[config.mk]
export PLATFORM = sky130hd
export DESIGN_NAME = uart_8n1_transceiver
export DESIGN_NICKNAME = d
export VERILOG_FILES = /design/src/uart_pkg.sv /design/src/uart_8n1_transceiver.sv
export SDC_FILE = /design/constraint.sdc
export NUM_CORES = 1
export LEC_CHECK = 0
export BUFFER_PORTS_ARGS = -buffer_cell sky130_fd_sc_hd__buf_2
export CORE_UTILIZATION = 40
export CTS_CLUSTER_SIZE = 25
export DETAILED_ROUTE_END_ITERATION = 8
export HOLD_SLACK_MARGIN = 0.1
export PLACE_DENSITY = 0.68
export SLEW_MARGIN = 20
export SYNTH_ARGS = -nofsm -noshare
export SYNTH_HDL_FRONTEND = slang
export SYNTH_SLANG_ARGS = --single-unit
[constraint.sdc]
create_clock -name clk_i -period 9.3 [get_ports clk_i]
set_clock_uncertainty 0.2 [all_clocks]
set_input_delay 0.465 -clock clk_i [delete_from_list [all_inputs] [get_ports clk_i]]
set_output_delay 0.465 -clock clk_i [all_outputs]
set_load 0.005 [all_outputs]
[src/uart_pkg.sv]
// uart_pkg: item types, receiver phase codes and fixed constants for the
// 8N1 transceiver. No dependencies.
`default_nettype none

package uart_pkg;

  localparam logic [15:0] TicksPerBitReset = 16'd104;
  localparam logic [15:0] TicksPerBitMin   = 16'd2;

  typedef enum logic [1:0] {
    RX_IDLE = 2'd0,
    RX_DATA = 2'd1,
    RX_STOP = 2'd2
  } rx_phase_e;

  typedef struct packed {
    logic       rx_level;
    logic       send_request;
    logic [7:0] send_byte;
  } uart_in_t;

  typedef struct packed {
    logic       tx_level;
    logic       tx_busy;
    logic       rx_done;
    logic [7:0] rx_data;
    logic       rx_frame_error;
  } uart_out_t;

endpackage

`default_nettype wire

[src/uart_8n1_transceiver.sv]
// uart_8n1_transceiver: tick-driven 8N1 serial transmitter and receiver.
// Depends on uart_pkg for item types and receiver phase codes.
//
// Usage: every input item is one tick of the bit-timing base. It carries the
// sampled receive line level and an optional transmit request with its byte.
// Each accepted item yields exactly one output item: the transmit line level
// and busy flag for that tick, plus a received byte with rx_done and
// rx_frame_error on the tick the stop bit is sampled.
// The output item for a tick is registered: in the output register, or in the
// skid register while the sink stalls. Throughput: one item per cycle while
// in_ready_o is high; all per-tick work is one pass of short logic between
// the state registers and the output register. A two-entry output stage
// (output register plus skid register) lets the block take one more item
// while the sink stalls; in_ready_o drops only once both entries hold an item.
// Configuration: cfg_data_i sets ticks_per_bit (values below 2 act as 2);
// cfg_ready_o is always high. A new period applies at once to the bit being
// sent, and to the receiver from its next count reload.
// Reset: line idle high, transmitter and receiver idle, ticks_per_bit = 104,
// no output item pending.
`default_nettype none

module uart_8n1_transceiver
  import uart_pkg::*;
#(
  parameter int unsigned DATA_BITS = 8
) (
  input  wire logic      clk_i,
  input  wire logic      rst_ni,
  input  wire logic      in_valid_i,
  output logic           in_ready_o,
  input  wire uart_in_t  in_item_i,
  output logic           out_valid_o,
  input  wire logic      out_ready_i,
  output uart_out_t      out_item_o,
  input  wire logic      cfg_valid_i,
  output logic           cfg_ready_o,
  input  wire logic [15:0] cfg_data_i
);

  localparam int unsigned FrameBits = DATA_BITS + 2;

  logic [15:0]          ticks_per_bit_q;
  logic [FrameBits-1:0] tx_shift_q, tx_shift_d;
  logic [3:0]           tx_bits_left_q, tx_bits_left_d;
  logic [15:0]          tx_tick_count_q, tx_tick_count_d;
  rx_phase_e            rx_phase_q, rx_phase_d;
  logic [3:0]           rx_bit_index_q, rx_bit_index_d;
  logic [16:0]          rx_tick_count_q, rx_tick_count_d;
  logic [7:0]           rx_shift_q, rx_shift_d;

  uart_out_t out_q, skid_q, result;
  logic      out_valid_q, skid_valid_q;

  logic                 accept;
  logic [15:0]          period;
  logic                 tx_start;
  logic [FrameBits-1:0] tx_shift_a;
  logic [3:0]           tx_bits_a;
  logic [15:0]          tx_cnt_a, tx_cnt_inc;
  logic [3:0]           rx_idx_inc;
  logic                 res_tx_level, res_tx_busy, res_rx_done, res_rx_ferr;
  logic [7:0]           res_rx_data;

  assign cfg_ready_o = 1'b1;
  assign in_ready_o  = !skid_valid_q;
  assign accept      = in_valid_i && in_ready_o;
  assign out_valid_o = out_valid_q;
  assign out_item_o  = out_q;

  assign period = (ticks_per_bit_q < TicksPerBitMin) ? TicksPerBitMin : ticks_per_bit_q;

  // transmitter
  assign tx_start   = (tx_bits_left_q == 4'd0) && in_item_i.send_request;
  assign tx_shift_a = tx_start ? {1'b1, DATA_BITS'(in_item_i.send_byte), 1'b0} : tx_shift_q;
  assign tx_bits_a  = tx_start ? 4'(FrameBits) : tx_bits_left_q;
  assign tx_cnt_a   = tx_start ? 16'd0 : tx_tick_count_q;
  assign tx_cnt_inc = tx_cnt_a + 16'd1;

  always_comb begin
    tx_shift_d      = tx_shift_a;
    tx_bits_left_d  = tx_bits_a;
    tx_tick_count_d = tx_cnt_a;
    res_tx_level    = 1'b1;
    res_tx_busy     = 1'b0;
    if (tx_bits_a != 4'd0) begin
      res_tx_level = tx_shift_a[0];
      res_tx_busy  = 1'b1;
      if (tx_cnt_inc >= period) begin
        tx_tick_count_d = 16'd0;
        tx_shift_d      = {1'b1, tx_shift_a[FrameBits-1:1]};
        tx_bits_left_d  = tx_bits_a - 4'd1;
      end else begin
        tx_tick_count_d = tx_cnt_inc;
      end
    end
  end

  // receiver
  assign rx_idx_inc = rx_bit_index_q + 4'd1;

  always_comb begin
    rx_phase_d      = rx_phase_q;
    rx_bit_index_d  = rx_bit_index_q;
    rx_tick_count_d = rx_tick_count_q;
    rx_shift_d      = rx_shift_q;
    res_rx_done     = 1'b0;
    res_rx_data     = 8'd0;
    res_rx_ferr     = 1'b0;
    unique case (rx_phase_q)
      RX_DATA: begin
        if (rx_tick_count_q > 17'd1) begin
          rx_tick_count_d = rx_tick_count_q - 17'd1;
        end else begin
          if (!rx_bit_index_q[3] && in_item_i.rx_level) begin
            rx_shift_d[rx_bit_index_q[2:0]] = 1'b1;
          end
          rx_bit_index_d  = rx_idx_inc;
          rx_tick_count_d = 17'(period);
          if (rx_idx_inc >= 4'(DATA_BITS)) begin
            rx_phase_d = RX_STOP;
          end
        end
      end
      RX_STOP: begin
        if (rx_tick_count_q > 17'd1) begin
          rx_tick_count_d = rx_tick_count_q - 17'd1;
        end else begin
          res_rx_done = 1'b1;
          res_rx_data = rx_shift_q;
          res_rx_ferr = !in_item_i.rx_level;
          rx_phase_d  = RX_IDLE;
        end
      end
      default: begin
        rx_phase_d = RX_IDLE;
        if (!in_item_i.rx_level) begin
          rx_phase_d      = RX_DATA;
          rx_bit_index_d  = 4'd0;
          rx_shift_d      = 8'd0;
          rx_tick_count_d = 17'(period) + 17'(period >> 1);
        end
      end
    endcase
  end

  assign result = '{
    tx_level:       res_tx_level,
    tx_busy:        res_tx_busy,
    rx_done:        res_rx_done,
    rx_data:        res_rx_data,
    rx_frame_error: res_rx_ferr
  };

  always_ff @(posedge clk_i or negedge rst_ni) begin
    if (!rst_ni) begin
      ticks_per_bit_q <= TicksPerBitReset;
      tx_shift_q      <= '1;
      tx_bits_left_q  <= 4'd0;
      tx_tick_count_q <= 16'd0;
      rx_phase_q      <= RX_IDLE;
      rx_bit_index_q  <= 4'd0;
      rx_tick_count_q <= 17'd0;
      rx_shift_q      <= 8'd0;
    end else begin
      if (cfg_valid_i && cfg_ready_o) begin
        ticks_per_bit_q <= cfg_data_i;
      end
      if (accept) begin
        tx_shift_q      <= tx_shift_d;
        tx_bits_left_q  <= tx_bits_left_d;
        tx_tick_count_q <= tx_tick_count_d;
        rx_phase_q      <= rx_phase_d;
        rx_bit_index_q  <= rx_bit_index_d;
        rx_tick_count_q <= rx_tick_count_d;
        rx_shift_q      <= rx_shift_d;
      end
    end
  end

  // output register with skid entry
  always_ff @(posedge clk_i or negedge rst_ni) begin
    if (!rst_ni) begin
      out_valid_q  <= 1'b0;
      skid_valid_q <= 1'b0;
    end else if (accept) begin
      if (!out_valid_q || out_ready_i) begin
        out_valid_q <= 1'b1;
      end else begin
        skid_valid_q <= 1'b1;
      end
    end else if (out_ready_i) begin
      if (skid_valid_q) begin
        skid_valid_q <= 1'b0;
      end else begin
        out_valid_q <= 1'b0;
      end
    end
  end

  always_ff @(posedge clk_i) begin
    if (accept) begin
      if (!out_valid_q || out_ready_i) begin
        out_q <= result;
      end else begin
        skid_q <= result;
      end
    end else if (out_ready_i && skid_valid_q) begin
      out_q <= skid_q;
    end
  end

endmodule

`default_nettype wire

==> out/qor.txt, run 1 <==
DP Worst Slack: 4.351 ns
switching share of power: 39.84%
PnR worst setup slack: 4.309 ns
grt ovf: 0
clk_lat worst skew: 0.36 ns
crit-path leading delay family: simple AND/OR/NAND/NOR gates
Critical Path AT: 5.04 ns
Cell Chain, Critical Path: nor3_2, nand3_1, and2_1, ha_1, nand3_1, nor2_1, nand4_1, xor2_1, nor2_1, ha_1, nand2_1, o211ai_1, o2111ai_1, o211ai_2, and2_1, and3_1, mux2_2
EDFF count, synth: 24
Period Utilization, post-route: 53.67%
CTS tree: yes
Peak VDD IR: 91.23 µV
initial antenna violation count: 0
Switch Pwr: 691.3 µW
Final min period: 4.991 ns
# clock sinks: 103
Power, Total: 1.735 mW
worst reg2reg startpoint: tx_bits_left_q[1]$_DFFE_PN0P_
unrepaired setup endpoints after global routing: no
clk slew on worst S/H paths: 0.08 ns
vias in the first global route: 5,166
kind of critical path: flop to flop
highest-count cells in the layout ignoring fill and taps: nand2_1 (85), nor2_1 (68), dfrtp_1 (66)
Final #Nets: 821
Final Hold Viols: 0
Vias/cell: 5.639
GRT Overall Usage: 18.82%
Initial Utilization: 41.61%
Worst Setup Start Kind: flop
Root Driver: clkbuf_16
final setup fails: 0
routed len/inst: 16.14 µm
Worst EP required: 9.35 ns
max_cap viols: 0
Internal: 1.044 mW
Remaining DRCs: 0
Post-Syn Instances: 733
clock network power share: 22.5%
Largest stage delay, worst path: 0.71 ns
crit end category: flop
global-route wire length before repair: 26.41 mm
drt initial violations: 411
power per cell area: 235.8 nW/µm²
Layout area overhead: 9.720%
postcts setup bufs: 0
Core ar.: 16,120 µm²
reg-to-reg slack, setup: 4.31 ns
Hold Crit Class: input pin to flop
Seq pwr share: 40.1%
share of total power in combinational logic: 37.4%
drt pass-1 iters: 5
Worst R2R End: tx_bits_left_q[2]$_DFFE_PN0P_
share of layout cells above drive strength 1: 14.42%
Main synth FF type: dfrtp_1
synth warn: 0
r2r worst-path depth: 17
gpl congestion: 0.8711
Setup TNS: 0 ns
Antenna Violating Nets Remaining: 0
worst path bufs/invs: 0
post-synthesis async set-or-reset flop share: 76.70%
Routed WL: 15.69 mm
Layout fillers: 1,580
CTS max path bufs: 2
die height: 131.5 µm
outcome: completed
most common cell after layout, fill and taps aside: nand2_1
Pleak: 3.199 nW
Via Count: 5,481
fin. max-slew vios: 0
distinct cell type count after synthesis: 74
hold_buf cts: 1
Port Buffers: 44
IO Count: 46
largest net degree at the start of global routing: 65
Slew HR: 32.13%
CTS H-tree lvls: 3
DP Wirelength: 11.29 mm
Slowest-stage cell, CP: and2_1
synthesized cell area: 6706 µm²
Mean Syn Cell Area: 9.149 µm²
Synth Register Bits: 103
sequential-to-total area share from yosys stat: 40.47%
CTS Buf Count: 9
die extent in x: 131.5 µm
cts repair resizes: 0
total nets after synthesis: 803
# diodes: 0
fmax: 0.2003 GHz
worst slew pin tran: 1.014 ns
crit path to: tx_bits_left_q[2]$_DFFE_PN0P_
die area: 17,290 µm²
Critical Path Fanout Max: 23
CP Depth: 17
CP startpoint: tx_bits_left_q[1]$_DFFE_PN0P_
Placement Rows: 46
## sequential cells by signal, indices dropped and copies added, names as in the netlist
register and cells:
rx_phase_q 2, out_item_o 12, rx_tick_count_q 17, skid_q 12, skid_valid_q 1, out_valid_o 1, rx_shift_q 8, tx_shift_q 10
rx_bit_index_q 4, tx_bits_left_q 4, tx_tick_count_q 16, ticks_per_bit_q 16
## tightest hold or removal path, cell delays in order
cell and delay (ns):
buf_2 0.07, nand2_1 0.04, o21ai_0 0.06
## how the worst min path moves through the flow
| stage | startpoint | endpoint | slack (ns) | cells past startpoint |
|---|---|---|---|---|
| 2_1_floorplan | rst_ni | out_valid_o$_DFFE_PN0P_ | -0.03 | 0 |
| 3_3_place_gp | rst_ni | ticks_per_bit_q[12]$_DFFE_PN0P_ | 0.14 | 1 |
| 3_5_place_dp | rst_ni | ticks_per_bit_q[12]$_DFFE_PN0P_ | 0.14 | 1 |
| 4_1_cts | cfg_data_i[12] | ticks_per_bit_q[12]$_DFFE_PN0P_ | 0.11 | 3 |
| 5_1_grt | cfg_data_i[11] | ticks_per_bit_q[11]$_DFFE_PN0P_ | 0.11 | 3 |
| 6_report | cfg_data_i[12] | ticks_per_bit_q[12]$_DFFE_PN0P_ | 0.12 | 3 |
## metrics by stage
| stage | util (%) | std cells | cell area (µm²) | hold WS [ns] |
|---|---|---|---|---|
| after global routing | 45.66 | 972 | 7358 | 0.1099 |
| after floorplan | - | 733 | 6706 | -0.03059 |
| final | 45.66 | 972 | 7358 | 0.1159 |
| after CTS | 45.66 | 972 | 7358 | 0.1078 |
| after global placement | 43.70 | 955 | 7042 | 0.1425 |
| after detailed placement | 43.70 | 955 | 7042 | 0.1425 |
## power groups by stage
stage                     clock [mW]  sequential, mW  combinational (mW)
final                          0.390           0.696               0.649
after global routing           0.417           0.713               0.731
after CTS                      0.398           0.694               0.649
after detailed placement           0           0.701               0.645
after global placement             0           0.700               0.637
after floorplan                    0           0.672               0.516
## cell usage after synthesis (all sizes together) (3+ instances only)
cell / number / area [µm²]
nand2b: 5 / 31.28
a31oi: 6 / 37.54
nor2b: 6 / 37.54
ha: 39 / 488.0
nor3: 22 / 120.1
a32o: 3 / 30.03
mux2i: 9 / 90.09
a211o: 3 / 26.28
a22oi: 7 / 52.55
nand4: 8 / 50.05
o21ai: 44 / 220.2
and3: 9 / 56.30
buf: 9 / 62.55
o41ai: 12 / 123.9
nor2: 69 / 275.3
inv: 44 / 165.2
dfrtp: 66 / 1652
mux2: 12 / 135.1
dfstp: 13 / 341.6
a2111oi: 4 / 36.29
nand2: 87 / 336.6
or3: 8 / 50.05
o221ai: 8 / 70.07
xor2: 19 / 166.4
a211oi: 4 / 30.03
a22o: 7 / 61.31
edfxtp: 24 / 720.7
o21a: 4 / 30.03
clkbuf: 33 / 125.1
a222oi: 3 / 30.03
a31o: 3 / 26.28
o31ai: 9 / 67.56
o22ai: 8 / 50.05
a21o: 8 / 60.06
a21oi: 28 / 140.1
nand3: 18 / 95.09
and2: 12 / 75.07
o211ai: 4 / 35.03
nor4: 13 / 123.9
xnor2: 16 / 140.1
a221oi: 3 / 26.28
## logic make-up (layout without fill, tap and decap cells)
group	Yosys count	in the layout	synth area share [%]
other cells	1	1	0.05592
fa+ha+maj	39	39	7.276
simple gates	265	265	19.61
compound gates	183	183	19.40
mux	21	21	3.358
flops	103	103	40.47
xor+xnor	35	35	4.571
buf+inv	86	109	5.261
## layer usage
| metal | track usage, % | wire length [µm] |
|---|---|---|
| met5 | 0 | 0 |
| met4 | 5.685 | 279 |
| met3 | 4.090 | 629 |
| met1 | 24.94 | 7363 |
| met2 | 30.57 | 7418 |
## cell type report
cell class                      count  area, µm²  share of cell area [%]
Multi-Input combinational cell    544       3640                   49.46
Sequential cell                   103       2714                   36.88
Tap cell                          216      270.3                   3.673
Clock buffer                        9      225.2                   3.061
Inverter                           44      165.2                   2.245
Timing Repair Buffer               49      262.8                   3.571
Clock inverter                      7      81.33                   1.105
Note: power is estimated with default switching activity, not from simulation.
==> run 2: changes to the inputs <==
- PLACE_DENSITY: 0.68 -> 0.7
- clock period: 9.3 -> 4.33 ns (I/O delays scaled with it)
==> run 2 against run 1 <==
Against the previous run: die area unchanged; global-route usage is 0.64 points higher; hold slack worse by 0.0041 ns; non-clock buffer count is 36 higher; sequential cell count unchanged; via count rose by 2.2%; cell area is 5.2% higher; sequential share of layout area fell by 1.8 points; sequential power grew 120%; final cell count increased by 3.7%; highest routed layer unchanged.
==> out/qor.txt, run 2 (synthesized netlist as in run 1, its figures left out) <==
Core ar.: 16,120 µm²
die extent in x: 131.5 µm
dpl cell area: 7109 µm²
Period Utilization, post-route: 91.89%
hold path startpoint: cfg_valid_i
die area: 17,290 µm²
IO Count: 46
Hold Crit Class: input pin to flop
worst slew pin tran: 0.9984 ns
gpl congestion: 0.8768
max_cap viols: 0
postcts setup bufs: 0
# diodes: 0
Root Driver: clkbuf_16
Worst Hold End: ticks_per_bit_q[6]$_DFFE_PN1P_
Worst R2R End: tx_shift_q[6]$_DFFE_PN1P_
DP Worst Slack: 0.1326 ns
largest registers: rx_tick_count_q x17, ticks_per_bit_q x16, tx_tick_count_q x16
Util after Layout: 48.03%
Seq pwr share: 39.5%
Peak VDD IR: 280.4 µV
Slowest-stage cell, CP: dlygate4sd3_1
Layout fillers: 1,520
reg-to-reg slack, setup: 0.35 ns
worst reg2reg startpoint: tx_bits_left_q[0]$_DFFE_PN0P_
most common cell after layout, fill and taps aside: nand2_1
highest-count cells in the layout ignoring fill and taps: nand2_1 (85), nor2_1 (67), dfrtp_1 (64)
Cell Chain, Critical Path: dlygate4sd3_1, buf_2, and3_1, nor2_1, ha_2, nand3_2, nor2_4, nand4_1, xor2_1, nor2_1, ha_1, nand2_1, o211ai_1, o2111ai_1, o211ai_2, and3_2, nor2_1, a222oi_1
die height: 131.5 µm
outcome: completed
power per cell area: 491.1 nW/µm²
crit-path leading delay family: simple AND/OR/NAND/NOR gates
global-route wire length before repair: 27.34 mm
CTS H-tree lvls: 3
crit end category: flop
Internal: 2.286 mW
PnR worst setup slack: 0.3512 ns
vias in the first global route: 5,541
Worst EP required: 4.39 ns
largest net degree at the start of global routing: 58
Critical Path Fanout Max: 10
Remaining DRCs: 0
CTS tree: yes
Worst Setup Start Kind: input pin
Top reg by flops: rx_tick_count_q
clock network power share: 22.0%
Antenna Violating Nets Remaining: 0
drt initial violations: 386
share of total power in combinational logic: 38.4%
Layout area overhead: 15.41%
worst path bufs/invs: 2
clk slew on worst S/H paths: 0.08 ns
Setup TNS: 0 ns
Routed WL: 16.22 mm
Final min period: 3.979 ns
routed len/inst: 16.09 µm
grt ovf: 0
max reg flops: 17
GRT Overall Usage: 19.47%
kind of critical path: input pin to flop
drt pass-1 iters: 5
# clock sinks: 103
CP most frequent cell: nor2_1
Via Count: 5,604
Largest stage delay, worst path: 0.54 ns
Final Hold Viols: 0
clk_lat worst skew: 0.36 ns
DP Wirelength: 11.44 mm
Pleak: 3.355 nW
initial antenna violation count: 0
Initial Utilization: 41.61%
fin. max-slew vios: 0
switching share of power: 39.86%
Placement Rows: 46
final setup fails: 0
r2r worst-path depth: 17
CTS max path bufs: 2
Critical Path AT: 4.04 ns
Vias/cell: 5.560
fmax: 0.2513 GHz
Final #Nets: 857
Slew HR: 33.20%
Port Buffers: 44
post-route cell area: 7740 µm²
hold path depth: 3
CTS Buf Count: 9
Switch Pwr: 1.515 mW
share of layout cells above drive strength 1: 16.04%
## run 2: cell count changes in the layout (fill, tap and decap cells not counted), sizes merged
| cell | change |
|---|---|
| buf | +9 |
| inv | -1 |
| dlygate4sd3 | +27 |
| clkinv | +1 |
## run 2: per-layer routing
layer	vias to the layer above	track usage (%)	wire length, µm
li1	2777	-	-
met2	127	32.39	7721
met1	2675	25.01	7497
met5	-	0	0
met4	0	8.915	383
met3	25	2.662	614
## run 2: worst reg2reg max path, cell delays in order (launching register included)
cell	delay [ns]
dfrtp_1	0.43
nor3_4	0.32
nand3_1	0.14
and2_1	0.18
ha_2	0.22
nand3_2	0.13
nor2_4	0.07
nand4_1	0.10
xor2_1	0.20
nor2_1	0.08
ha_1	0.29
nand2_1	0.06
o211ai_1	0.19
o2111ai_1	0.21
o211ai_2	0.16
and3_2	0.35
nor2_1	0.15
a222oi_1	0.40
## run 2: layout make-up
class | count | area [µm²] | area share [%]
multi-input combinational | 544 | 3676 | 47.49
clock buffer | 9 | 225.2 | 2.910
timing repair buffer | 85 | 600.6 | 7.759
clock inverter | 7 | 86.33 | 1.115
sequential | 103 | 2716 | 35.10
inverter | 44 | 165.2 | 2.134
tap | 216 | 270.3 | 3.492
## run 2: power by group through the flow
stage	Combinational, mW	Sequential, mW	Clock [mW]
final	1.46	1.50	0.837
after global routing	1.63	1.54	0.893
after CTS	1.44	1.49	0.856
after floorplan	1.11	1.44	0
after global placement	1.39	1.50	0
after detailed placement	1.41	1.50	0
## run 2: per-stage QoR
stage | cells | hold slack, ns | total power [mW]
final | 1008 | 0.1118 | 3.801
after global routing | 1008 | 0.1604 | 4.067
after CTS | 1008 | 0.1072 | 3.785
after global placement | 964 | 0.1396 | 2.887
after floorplan | 733 | -0.2791 | 2.552
after detailed placement | 964 | 0.1432 | 2.909
## run 2: how the worst max path moves through the flow
stage / from / to / slack (ns) / cells after the start
after global placement: tx_bits_left_q[1]$_DFFE_PN0P_ / tx_tick_count_q[11]$_DFFE_PN0P_ / 0.21 / 19
after CTS: in_item_i[8] / tx_tick_count_q[11]$_DFFE_PN0P_ / 0.09 / 20
after floorplan: tx_bits_left_q[0]$_DFFE_PN0P_ / tx_shift_q[4]$_DFFE_PN1P_ / 0.1 / 20
final: in_item_i[8] / tx_shift_q[6]$_DFFE_PN1P_ / 0.35 / 18
after detailed placement: tx_bits_left_q[0]$_DFFE_PN0P_ / tx_shift_q[2]$_DFFE_PN1P_ / 0.13 / 17
after global routing: in_item_i[8] / tx_shift_q[6]$_DFFE_PN1P_ / -0.002 / 19
## run 2: repair_timing
action	CTS	global route
gates resized for setup	0	12
hold buffers	28	0
endpoints found under the hold margin	85	0
endpoints found under the setup margin	0	25
